### config.mk
export PLATFORM = sky130hd
export DESIGN_NAME = bldc_hall_commutation_controller_unit
export DESIGN_NICKNAME = d
export VERILOG_FILES = /design/src/rtl/core/bhcc_pkg.sv /design/src/rtl/core/bldc_hall_commutation_controller_unit.sv /design/src/rtl/core/bhcc_ctrl.sv /design/src/rtl/core/bhcc_dp.sv
export SDC_FILE = /design/constraint.sdc
export NUM_CORES = 2
export LEC_CHECK = 0
export ABC_AREA = 1
export BUFFER_PORTS_ARGS = -buffer_cell sky130_fd_sc_hd__buf_2
export CORE_UTILIZATION = 56
export DETAILED_ROUTE_END_ITERATION = 10
export PLACE_DENSITY = 0.71
export SLEW_MARGIN = 20
export SYNTH_ARGS = -nofsm -noshare
export SYNTH_HDL_FRONTEND = slang
export SYNTH_SLANG_ARGS = --single-unit
### constraint.sdc
create_clock -name aclk -period 18.7 [get_ports aclk]
set_input_delay 1.87 -clock aclk [delete_from_list [all_inputs] [get_ports aclk]]
set_output_delay 1.87 -clock aclk [all_outputs]
set_load 0.01 [all_outputs]
### src/rtl/core/bhcc_pkg.sv
// Shared types and constants for the hall commutation controller.
`timescale 1ns / 1ps
`default_nettype none
package bhcc_pkg;
    localparam int unsigned HISTORY_DEPTH = 8;
    localparam int unsigned DUTY_W = 11;
    localparam int unsigned SPEED_W = 16;
    localparam int unsigned TS_W = 32;
    localparam int unsigned SUM_W = 36;
    localparam int unsigned GATE_W = 6;
    localparam logic [SUM_W-1:0] SPEED_NUMERATOR = SUM_W'(15000000);
    localparam logic [SPEED_W-1:0] SPEED_MAX = 16'hFFFF;
    localparam logic [GATE_W-1:0] GATES_ALL_LOW = 6'h2A;

    localparam logic [1:0] REQ_EDGE  = 2'd0;
    localparam logic [1:0] REQ_TICK  = 2'd1;
    localparam logic [1:0] REQ_START = 2'd2;
    localparam logic [1:0] REQ_STOP  = 2'd3;

    localparam logic [2:0] CFG_START_DUTY = 3'd0;
    localparam logic [2:0] CFG_TARGET_DUTY = 3'd1;
    localparam logic [2:0] CFG_DUTY_INC = 3'd2;
    localparam logic [2:0] CFG_LOW_CMP = 3'd3;
    localparam logic [2:0] CFG_DEBOUNCE = 3'd4;
    localparam logic [2:0] CFG_STALL = 3'd5;
    localparam logic [2:0] CFG_REVERSE = 3'd6;
    localparam logic [2:0] CFG_SPEED_LIMIT = 3'd7;

    // controller -> datapath commands
    typedef struct packed {
        logic load;      // latch input word and run front part
        logic sum_step;  // accumulate one interval ring entry
        logic div_start; // begin division
        logic div_step;  // one quotient bit
        logic spd_store; // store speed, restart accumulation
        logic avg_step;  // accumulate one speed ring entry
        logic finish;    // stall check, ramp, commutation, output
    } bhcc_cmd_t;

    typedef struct packed {
        logic speed_due; // tick with fresh interval
        logic sum_zero;
    } bhcc_stat_t;
endpackage
`default_nettype wire

### src/rtl/core/bldc_hall_commutation_controller_unit.sv
// Top level of the six-step hall commutation controller.
`timescale 1ns / 1ps
`default_nettype none
// One word in, one word out. Hall edges, start and stop skip the ring scans;
// a control tick with a fresh interval scans the interval ring and, unless the
// sum is zero, runs the bit-serial 36-bit speed divider and the speed ring scan. A new word is
// taken only after the previous result has been taken.
module bldc_hall_commutation_controller_unit
    import bhcc_pkg::*;
(
    input  wire logic              aclk,
    input  wire logic              aresetn,
    input  wire logic              s_valid,
    output logic                   s_ready,
    input  wire logic [1:0]        s_req_type,
    input  wire logic [2:0]        s_hall_code,
    input  wire logic [TS_W-1:0]   s_timestamp,
    output logic                   m_valid,
    input  wire logic              m_ready,
    output logic [GATE_W-1:0]      m_gate_enables,
    output logic [DUTY_W-1:0]      m_compare_a,
    output logic [DUTY_W-1:0]      m_compare_b,
    output logic [DUTY_W-1:0]      m_compare_c,
    output logic [SPEED_W-1:0]     m_speed_rpm,
    output logic                   m_motor_running,
    output logic [DUTY_W-1:0]      m_applied_duty,
    output logic                   m_edge_accepted,
    input  wire logic              cfg_we,
    input  wire logic [2:0]        cfg_index,
    input  wire logic [31:0]       cfg_data
);
    bhcc_cmd_t cmd;
    bhcc_stat_t stat;

    bhcc_ctrl u_ctrl (
        .aclk(aclk), .aresetn(aresetn), .s_valid(s_valid), .s_ready(s_ready),
        .m_valid(m_valid), .m_ready(m_ready), .stat(stat), .cmd(cmd)
    );

    bhcc_dp u_dp (
        .aclk(aclk), .aresetn(aresetn), .cmd(cmd), .stat(stat),
        .s_req_type(s_req_type), .s_hall_code(s_hall_code), .s_timestamp(s_timestamp),
        .cfg_we(cfg_we), .cfg_index(cfg_index), .cfg_data(cfg_data),
        .m_gate_enables(m_gate_enables), .m_compare_a(m_compare_a),
        .m_compare_b(m_compare_b), .m_compare_c(m_compare_c),
        .m_speed_rpm(m_speed_rpm), .m_motor_running(m_motor_running),
        .m_applied_duty(m_applied_duty), .m_edge_accepted(m_edge_accepted)
    );
endmodule
`default_nettype wire

### src/rtl/core/bhcc_ctrl.sv
// Sequencing state machine for the hall commutation controller.
`timescale 1ns / 1ps
`default_nettype none
module bhcc_ctrl
    import bhcc_pkg::*;
(
    input  wire logic       aclk,
    input  wire logic       aresetn,
    input  wire logic       s_valid,
    output logic            s_ready,
    output logic            m_valid,
    input  wire logic       m_ready,
    input  bhcc_stat_t      stat,
    output bhcc_cmd_t       cmd
);
    localparam int unsigned CW = $clog2(SUM_W + HISTORY_DEPTH + 1) + 1;
    localparam logic [2:0] ST_IDLE = 3'd0, ST_CHECK = 3'd1, ST_SUM = 3'd2,
        ST_DIVS = 3'd3, ST_DIV = 3'd4, ST_AVG = 3'd5, ST_FIN = 3'd6, ST_OUT = 3'd7;

    logic [2:0] state_reg, state_next;
    logic [CW-1:0] cnt_reg, cnt_next;

    always_ff @(posedge aclk) begin
        if (!aresetn) begin
            state_reg <= ST_IDLE;
            cnt_reg <= '0;
        end else begin
            state_reg <= state_next;
            cnt_reg <= cnt_next;
        end
    end

    always_comb begin
        state_next = state_reg;
        cnt_next = cnt_reg;
        cmd = '0;
        s_ready = 1'b0;
        m_valid = 1'b0;
        case (state_reg)
            ST_IDLE: begin
                s_ready = 1'b1;
                if (s_valid) begin
                    cmd.load = 1'b1;
                    state_next = ST_CHECK;
                end
            end
            ST_CHECK: begin
                cnt_next = '0;
                state_next = stat.speed_due ? ST_SUM : ST_FIN;
            end
            ST_SUM: begin
                cmd.sum_step = 1'b1;
                cnt_next = cnt_reg + 1'b1;
                if (cnt_reg == CW'(HISTORY_DEPTH - 1)) state_next = ST_DIVS;
            end
            ST_DIVS: begin
                cnt_next = '0;
                if (stat.sum_zero) begin
                    state_next = ST_FIN;
                end else begin
                    cmd.div_start = 1'b1;
                    state_next = ST_DIV;
                end
            end
            ST_DIV: begin
                cmd.div_step = 1'b1;
                cnt_next = cnt_reg + 1'b1;
                if (cnt_reg == CW'(SUM_W - 1)) begin
                    cnt_next = '0;
                    state_next = ST_AVG;
                end
            end
            ST_AVG: begin
                if (cnt_reg == '0) cmd.spd_store = 1'b1;
                else cmd.avg_step = 1'b1;
                cnt_next = cnt_reg + 1'b1;
                if (cnt_reg == CW'(HISTORY_DEPTH)) state_next = ST_FIN;
            end
            ST_FIN: begin
                cmd.finish = 1'b1;
                state_next = ST_OUT;
            end
            ST_OUT: begin
                m_valid = 1'b1;
                if (m_ready) state_next = ST_IDLE;
            end
            default: state_next = ST_IDLE;
        endcase
    end
endmodule
`default_nettype wire

### src/rtl/core/bhcc_dp.sv
// Datapath: rings, serial divider, ramp and commutation tables.
`timescale 1ns / 1ps
`default_nettype none
module bhcc_dp
    import bhcc_pkg::*;
(
    input  wire logic              aclk,
    input  wire logic              aresetn,
    input  bhcc_cmd_t              cmd,
    output bhcc_stat_t             stat,
    input  wire logic [1:0]        s_req_type,
    input  wire logic [2:0]        s_hall_code,
    input  wire logic [TS_W-1:0]   s_timestamp,
    input  wire logic              cfg_we,
    input  wire logic [2:0]        cfg_index,
    input  wire logic [31:0]       cfg_data,
    output logic [GATE_W-1:0]      m_gate_enables,
    output logic [DUTY_W-1:0]      m_compare_a,
    output logic [DUTY_W-1:0]      m_compare_b,
    output logic [DUTY_W-1:0]      m_compare_c,
    output logic [SPEED_W-1:0]     m_speed_rpm,
    output logic                   m_motor_running,
    output logic [DUTY_W-1:0]      m_applied_duty,
    output logic                   m_edge_accepted
);
    localparam int unsigned PW = (HISTORY_DEPTH > 1) ? $clog2(HISTORY_DEPTH) : 1;
    localparam int unsigned AW = SPEED_W + PW + 1;

    logic [DUTY_W-1:0] start_duty_reg, target_duty_reg, duty_inc_reg, low_cmp_reg;
    logic [15:0] debounce_reg, speed_limit_reg;
    logic [31:0] stall_reg;
    logic reverse_reg;

    logic running_reg, fresh_reg;
    logic [DUTY_W-1:0] duty_reg, cmp_reg [3];
    logic [GATE_W-1:0] gate_reg;
    logic [TS_W-1:0] last_edge_reg;
    logic [TS_W-1:0] iring_reg [HISTORY_DEPTH];
    logic [SPEED_W-1:0] sring_reg [HISTORY_DEPTH];
    logic [PW-1:0] iptr_reg, sptr_reg, scan_reg;
    logic [SPEED_W-1:0] speed_reg;
    logic [1:0] req_reg;
    logic [2:0] code_reg;
    logic [TS_W-1:0] ts_reg;
    logic acc_reg, comm_reg;
    logic [SUM_W-1:0] sum_reg, quo_reg, num_reg;
    logic [SUM_W:0] rem_reg;
    logic [AW-1:0] avg_reg;

    always_ff @(posedge aclk) begin
        if (!aresetn) begin
            start_duty_reg <= 11'd152; target_duty_reg <= 11'd913;
            duty_inc_reg <= 11'd7; low_cmp_reg <= 11'd1447;
            debounce_reg <= 16'd100; stall_reg <= 32'd1000000;
            reverse_reg <= 1'b0; speed_limit_reg <= 16'd5000;
        end else if (cfg_we) begin
            case (cfg_index)
                CFG_START_DUTY: start_duty_reg <= cfg_data[DUTY_W-1:0];
                CFG_TARGET_DUTY: target_duty_reg <= cfg_data[DUTY_W-1:0];
                CFG_DUTY_INC: duty_inc_reg <= cfg_data[DUTY_W-1:0];
                CFG_LOW_CMP: low_cmp_reg <= cfg_data[DUTY_W-1:0];
                CFG_DEBOUNCE: debounce_reg <= cfg_data[15:0];
                CFG_STALL: stall_reg <= cfg_data;
                CFG_REVERSE: reverse_reg <= cfg_data[0];
                CFG_SPEED_LIMIT: speed_limit_reg <= cfg_data[15:0];
                default: ;
            endcase
        end
    end

    logic [TS_W-1:0] delta, in_delta;
    logic [SUM_W:0] rem_sh;
    logic [DUTY_W:0] duty_sum;
    logic [SPEED_W-1:0] mean;
    logic ramp;
    assign in_delta = s_timestamp - last_edge_reg;
    assign delta = ts_reg - last_edge_reg;
    assign stat.speed_due = (req_reg == REQ_TICK) && fresh_reg;
    assign stat.sum_zero = (sum_reg == '0);
    assign rem_sh = {rem_reg[SUM_W-1:0], num_reg[SUM_W-1]};
    assign duty_sum = {1'b0, duty_reg} + {1'b0, duty_inc_reg};
    assign mean = SPEED_W'(avg_reg >> PW);
    assign ramp = (req_reg == REQ_TICK) && running_reg && (duty_reg < target_duty_reg);

    // commutation from stored state
    logic [1:0] hi, lo;
    logic pair;
    always_comb begin
        hi = 2'd0; lo = 2'd0; pair = 1'b1;
        case ({reverse_reg, code_reg})
            4'b0101: begin hi = 2'd0; lo = 2'd1; end
            4'b0100: begin hi = 2'd0; lo = 2'd2; end
            4'b0110: begin hi = 2'd1; lo = 2'd2; end
            4'b0010: begin hi = 2'd1; lo = 2'd0; end
            4'b0011: begin hi = 2'd2; lo = 2'd0; end
            4'b0001: begin hi = 2'd2; lo = 2'd1; end
            4'b1101: begin hi = 2'd2; lo = 2'd0; end
            4'b1100: begin hi = 2'd2; lo = 2'd1; end
            4'b1110: begin hi = 2'd0; lo = 2'd1; end
            4'b1010: begin hi = 2'd0; lo = 2'd2; end
            4'b1011: begin hi = 2'd1; lo = 2'd2; end
            4'b1001: begin hi = 2'd1; lo = 2'd0; end
            default: pair = 1'b0;
        endcase
    end

    always_ff @(posedge aclk) begin
        if (!aresetn) begin
            running_reg <= 1'b0; fresh_reg <= 1'b0; duty_reg <= 11'd152;
            for (int i = 0; i < 3; i++) cmp_reg[i] <= '0;
            gate_reg <= '0; last_edge_reg <= '0;
            for (int i = 0; i < HISTORY_DEPTH; i++) begin
                iring_reg[i] <= '0; sring_reg[i] <= '0;
            end
            iptr_reg <= '0; sptr_reg <= '0; speed_reg <= '0;
            acc_reg <= 1'b0; comm_reg <= 1'b0;
        end else begin
            if (cmd.load) begin
                acc_reg <= 1'b0; comm_reg <= 1'b0;
                case (s_req_type)
                    REQ_EDGE: if (in_delta >= TS_W'(debounce_reg)) begin
                        acc_reg <= 1'b1; comm_reg <= 1'b1;
                        iring_reg[iptr_reg] <= in_delta;
                        iptr_reg <= (iptr_reg == PW'(HISTORY_DEPTH - 1)) ? '0 : iptr_reg + 1'b1;
                        last_edge_reg <= s_timestamp;
                        fresh_reg <= 1'b1;
                    end
                    REQ_TICK: ;
                    REQ_START: if (!running_reg) begin
                        running_reg <= 1'b1; duty_reg <= start_duty_reg; comm_reg <= 1'b1;
                    end
                    default: if (running_reg) begin
                        running_reg <= 1'b0; comm_reg <= 1'b1;
                    end
                endcase
            end
            if (cmd.spd_store) begin
                sring_reg[sptr_reg] <= (quo_reg > SUM_W'(SPEED_MAX)) ? SPEED_MAX
                                                                    : quo_reg[SPEED_W-1:0];
                sptr_reg <= (sptr_reg == PW'(HISTORY_DEPTH - 1)) ? '0 : sptr_reg + 1'b1;
            end
            if (cmd.finish) begin
                if (stat.speed_due) begin
                    fresh_reg <= 1'b0;
                    if (!stat.sum_zero)
                        speed_reg <= (mean > speed_limit_reg || !running_reg) ? '0 : mean;
                end
                if (req_reg == REQ_TICK && delta > stall_reg) begin
                    speed_reg <= '0;
                    for (int i = 0; i < HISTORY_DEPTH; i++) begin
                        iring_reg[i] <= '0; sring_reg[i] <= '0;
                    end
                end
                if (ramp)
                    duty_reg <= (duty_sum > {1'b0, target_duty_reg}) ? target_duty_reg
                                                                   : duty_sum[DUTY_W-1:0];
                if (comm_reg || ramp) begin
                    if (!running_reg) begin
                        for (int i = 0; i < 3; i++) cmp_reg[i] <= low_cmp_reg;
                        gate_reg <= GATES_ALL_LOW;
                    end else if (pair) begin
                        cmp_reg[hi] <= ramp ? ((duty_sum > {1'b0, target_duty_reg})
                            ? target_duty_reg : duty_sum[DUTY_W-1:0]) : duty_reg;
                        cmp_reg[lo] <= low_cmp_reg;
                        gate_reg <= GATE_W'((6'd1 << {hi, 1'b0}) | (6'd2 << {lo, 1'b0}));
                    end else begin
                        gate_reg <= '0;
                    end
                end
            end
        end
    end

    // working registers, no reset needed
    always_ff @(posedge aclk) begin
        if (cmd.load) begin
            req_reg <= s_req_type; code_reg <= s_hall_code; ts_reg <= s_timestamp;
            sum_reg <= '0; scan_reg <= '0;
        end
        if (cmd.sum_step) begin
            sum_reg <= sum_reg + SUM_W'(iring_reg[scan_reg]);
            scan_reg <= (scan_reg == PW'(HISTORY_DEPTH - 1)) ? '0 : scan_reg + 1'b1;
        end
        if (cmd.div_start) begin
            num_reg <= SPEED_NUMERATOR; rem_reg <= '0; quo_reg <= '0;
        end
        if (cmd.div_step) begin
            num_reg <= num_reg << 1;
            if (rem_sh >= {1'b0, sum_reg}) begin
                rem_reg <= rem_sh - {1'b0, sum_reg};
                quo_reg <= {quo_reg[SUM_W-2:0], 1'b1};
            end else begin
                rem_reg <= rem_sh;
                quo_reg <= {quo_reg[SUM_W-2:0], 1'b0};
            end
        end
        if (cmd.spd_store) begin
            avg_reg <= '0; scan_reg <= '0;
        end
        if (cmd.avg_step) begin
            avg_reg <= avg_reg + AW'(sring_reg[scan_reg]);
            scan_reg <= (scan_reg == PW'(HISTORY_DEPTH - 1)) ? '0 : scan_reg + 1'b1;
        end
    end

    assign m_gate_enables = gate_reg;
    assign m_compare_a = cmp_reg[0];
    assign m_compare_b = cmp_reg[1];
    assign m_compare_c = cmp_reg[2];
    assign m_speed_rpm = speed_reg;
    assign m_motor_running = running_reg;
    assign m_applied_duty = duty_reg;
    assign m_edge_accepted = acc_reg;
endmodule
`default_nettype wire
==> results.toml <==
[status]
status = "completed"

[placement]
gp_congestion = 0.976
port-buffer-count = 146
placed_area_mm2 = 0.0468
hpwl_um = 84400

[yosys]
synth_top_family_by_area = "simple AND/OR/NAND/NOR gates"
synthXorXnorAreaFrac = 0.0148
synth_area_mm2 = 0.0455
syn_nets = 5775
yosysWarnings = 0
synth_compound_area_frac = 0.130
ys_seq_area_frac = 0.492
synth_edf_count = 614
async_flop_share = 0
synth.area.mux_share = 0
synth_flop_cell = "edfxtp_1"
synth-adder-area-share = 0.0714
synth_cell_types = 51
synth-simple-area-share = 0.218
syn_avg_cell_area_um2 = 8.36
ys_seq_elements = 811
synth_cells = 5442

[floorplanning]
ios = 147
core-area_mm2 = 0.0804
start_util = 0.565
die_area_mm2 = 0.0823
die_height_um = 287
fp-row-count = 104
fp.dieW_um = 287

[hold_path]
holdPathStages = 2
min_from = "u_dp.start_duty_reg[1]"
hp-class = "register to register"
hold_end = "u_dp.start_duty_reg[1]"

[power]
ir_drop_uv = 99.5
intPower_w = 0.00422
p_comb_frac = 0.433
p_leak_nw = 21.6
power.share.sequential = 0.324
pwr_density_cell_mw_per_mm2 = 146
sw_frac_of_total = 0.421
clkPwrFrac = 0.244
switching_power_w = 0.00307

[global_routing]
grt_usage = 0.287
grt_max_degree = 98
antenna_found_initial = 1
first_global_vias = 35000
grt_pass1_wl_um = 188000
grt_overflow = 0

[sta]
setup_tns_ns = 0
max_freq_mhz = 143
rsz0062_at_grt = "false"
relSlewSlack = 0.322
fin_crit_sh = 0.373
setup_viol = 0
skew_ns = 0.0384
hold_slack_ns = 0.457
hold_viol = 0
drv_slew = 0
worst_pin_slew_ns = 1.02
period_needed_ns = 6.97

[route]
viasPerCell = 5.60
drc = 0
vias = 37200
wire_per_inst_um = 17.9
first_pass_iters = 6
drt_iter0_markers = 3078
ant_nets = 0
routed_wirelength_um = 119000

[worst_setup_path]
cpMostUsedCell = "nand2_1"
critPathKind = "input pin to register"
r2r_cells = 24
crit_fanout = 75
crit_chain = "buf_2 > inv_1 > ha_1 > inv_1 > fa_1 > nand2_1 > nand3_2 > xnor2_1 > inv_1 > ha_1 > nand2_1 > o21a_1 > nand2_1 > nand2_1 > a21oi_1 > nor2_1 > nand3_1 > nor2_2 > nand2_2 > buf_4 > nand4_4 > nand2_1 > buf_4"
path_delay_family = "simple AND/OR/NAND/NOR gates"
r2r_slack_ns = 12.31
critPathSlowestCell = "buf_4"
cp.required_ns = 18.99
worstSetupStartpointType = "input pin"
cp_slowest_stage_delay_ns = 0.71
end_kind = "register"
reg2reg_to = "u_dp.sring_reg[3][0]"
path_buf_inv = 6
cp_data_arrival_time_ns = 7.26
reg2reg_from = "u_dp.last_edge_reg[2]"

[final_layout]
fin_util = 0.619
fin_area_mm2 = 0.0498
syn2layout_area_growth_pct = 9.53
drive_gt1_frac = 0.0686
largest_register_ff_count = 256
multi_input_area_mm2 = 0.0198
nets = 5841
ff_latch_area_mm2 = 0.0224
nFillCells = 6991

[clock_tree]
clock_path_buffers = 3
root_buffer = "clkbuf_16"
cts.repair.resized = 0
clkSlewWorstSetupHoldPaths_ns = 0.06
clk_latency_ns = 0.67
cts_tree = "built"
post_cts_buffers = 0
cts_max_level = 3
clock-sinks = 811
cts-buffers-inserted = 88
cts_hold_buf = 0

[flow_run]
maxCapViolCount = 0
[worst min-delay path, cell delays in order (launching register included)]
cell	delay [ns]
dfxtp_1	0.30
inv_1	0.06
a21oi_1	0.05
[Yosys cell counts, types with 4 or more instances]
cell type	number	area (µm²)
nor2_1	1145	4300
nand2_1	863	3240
edfxtp_1	614	18400
inv_1	612	2300
o21ai_0	434	2170
a21oi_1	377	1890
ha_1	250	3130
dfxtp_1	197	3940
nand3_1	168	841
clkbuf_1	148	556
a31oi_1	75	469
xor2_1	58	508
nand4_1	57	357
o22ai_1	55	344
nand3b_1	54	405
nor3_1	41	205
buf_6	27	304
o21bai_1	26	195
o211ai_1	25	188
o21a_1	24	180
buf_2	20	100
xnor2_1	19	166
nor4_1	17	106
or2_2	15	93.8
a211oi_1	13	97.6
a21o_1	13	97.6
buf_1	10	37.5
a21boi_0	8	60.1
o221ai_1	8	70.1
nand2_2	7	43.8
nand4_4	7	149
a31o_2	6	52.6
and2_1	6	37.5
fa_1	6	120
nor3_2	5	50.1
nor2_2	4	25.0
[per-stage QoR]
stage	cells	power [W]	worst slack, ns
2_1_floorplan	5442	0.00466	10.15
3_3_place_gp	6477	0.00545	10.97
3_5_place_dp	6478	0.00550	11.15
4_1_cts	6642	0.00728	11.79
5_1_grt	6643	0.00779	11.32
6_report	6643	0.00729	11.73
[how the worst max path moves through the flow]
| stage | from | end | slack, ns | depth (start not counted) |
|---|---|---|---|---|
| after floorplan | u_dp.sum_reg[1] | u_dp.num_reg[10] | 10.15 | 6 |
| after global placement | s_timestamp[0] | u_dp.iring_reg[6][20] | 10.97 | 22 |
| after detailed placement | s_timestamp[0] | u_dp.iring_reg[1][24] | 11.15 | 23 |
| after CTS | s_timestamp[0] | u_dp.iring_reg[1][28] | 11.79 | 23 |
| after global routing | s_timestamp[0] | u_dp.iring_reg[1][25] | 11.32 | 24 |
| final | s_timestamp[0] | u_dp.iring_reg[1][25] | 11.73 | 23 |
[power by group through the flow]
| stage | clock, W | combinational (W) | sequential (W) |
|---|---|---|---|
| after global routing | 0.00186 | 0.00355 | 0.00238 |
| final | 0.00178 | 0.00315 | 0.00236 |
| after CTS | 0.00180 | 0.00313 | 0.00236 |
| after floorplan | 0 | 0.00230 | 0.00236 |
| after global placement | 0 | 0.00306 | 0.00239 |
| after detailed placement | 0 | 0.00311 | 0.00239 |
[placed cells by master (no fill, tap or decap), types with 9 or more instances in the layout]
cell type and instances:
a211oi_1 13, a21o_1 13, a21oi_1 376, a31oi_1 75
buf_2 145, buf_4 39, clkbuf_1 14, clkbuf_16 89
clkinv_1 18, clkinv_2 16, dfxtp_1 195, edfxtp_1 614
ha_1 250, inv_1 608, nand2_1 861, nand2_2 9
nand3_1 167, nand3b_1 54, nand4_1 57, nor2_1 1143
nor3_1 40, nor4_1 17, o211ai_1 25, o21a_1 24
o21ai_0 433, o21bai_1 26, o22ai_1 55, or2_2 15
xnor2_1 19, xor2_1 58
[routing by layer]
layer	up-vias	part of all wire	GRT usage
met4	0	0.033	0.100
met1	17400	0.43	0.387
met3	224	0.059	0.0337
met5	-	0	0
met2	1162	0.48	0.479
li1	18400	-	-
[cell type report]
type,count,area share
sequential,811,0.450
multi-input combinational,3806,0.397
clock buffer,113,0.0482
inverter,617,0.0466
tap,1060,0.0266
timing repair buffer,184,0.0205
clock inverter,51,0.0113
antenna,1,0.0000502
[cell families (layout without fill, tap and decap cells)]
family                     Yosys count  count (layout)
AOI/OAI and AO/OA                 1073            1073
xor gates and xnor gates            77              77
adders and majority gates          256             256
buffers and inverters              825             965
DFF                                811             811
other                                0               1
and+or+nand+nor                   2400            2400
No activity file was read; power rests on OpenSTA's default activity.
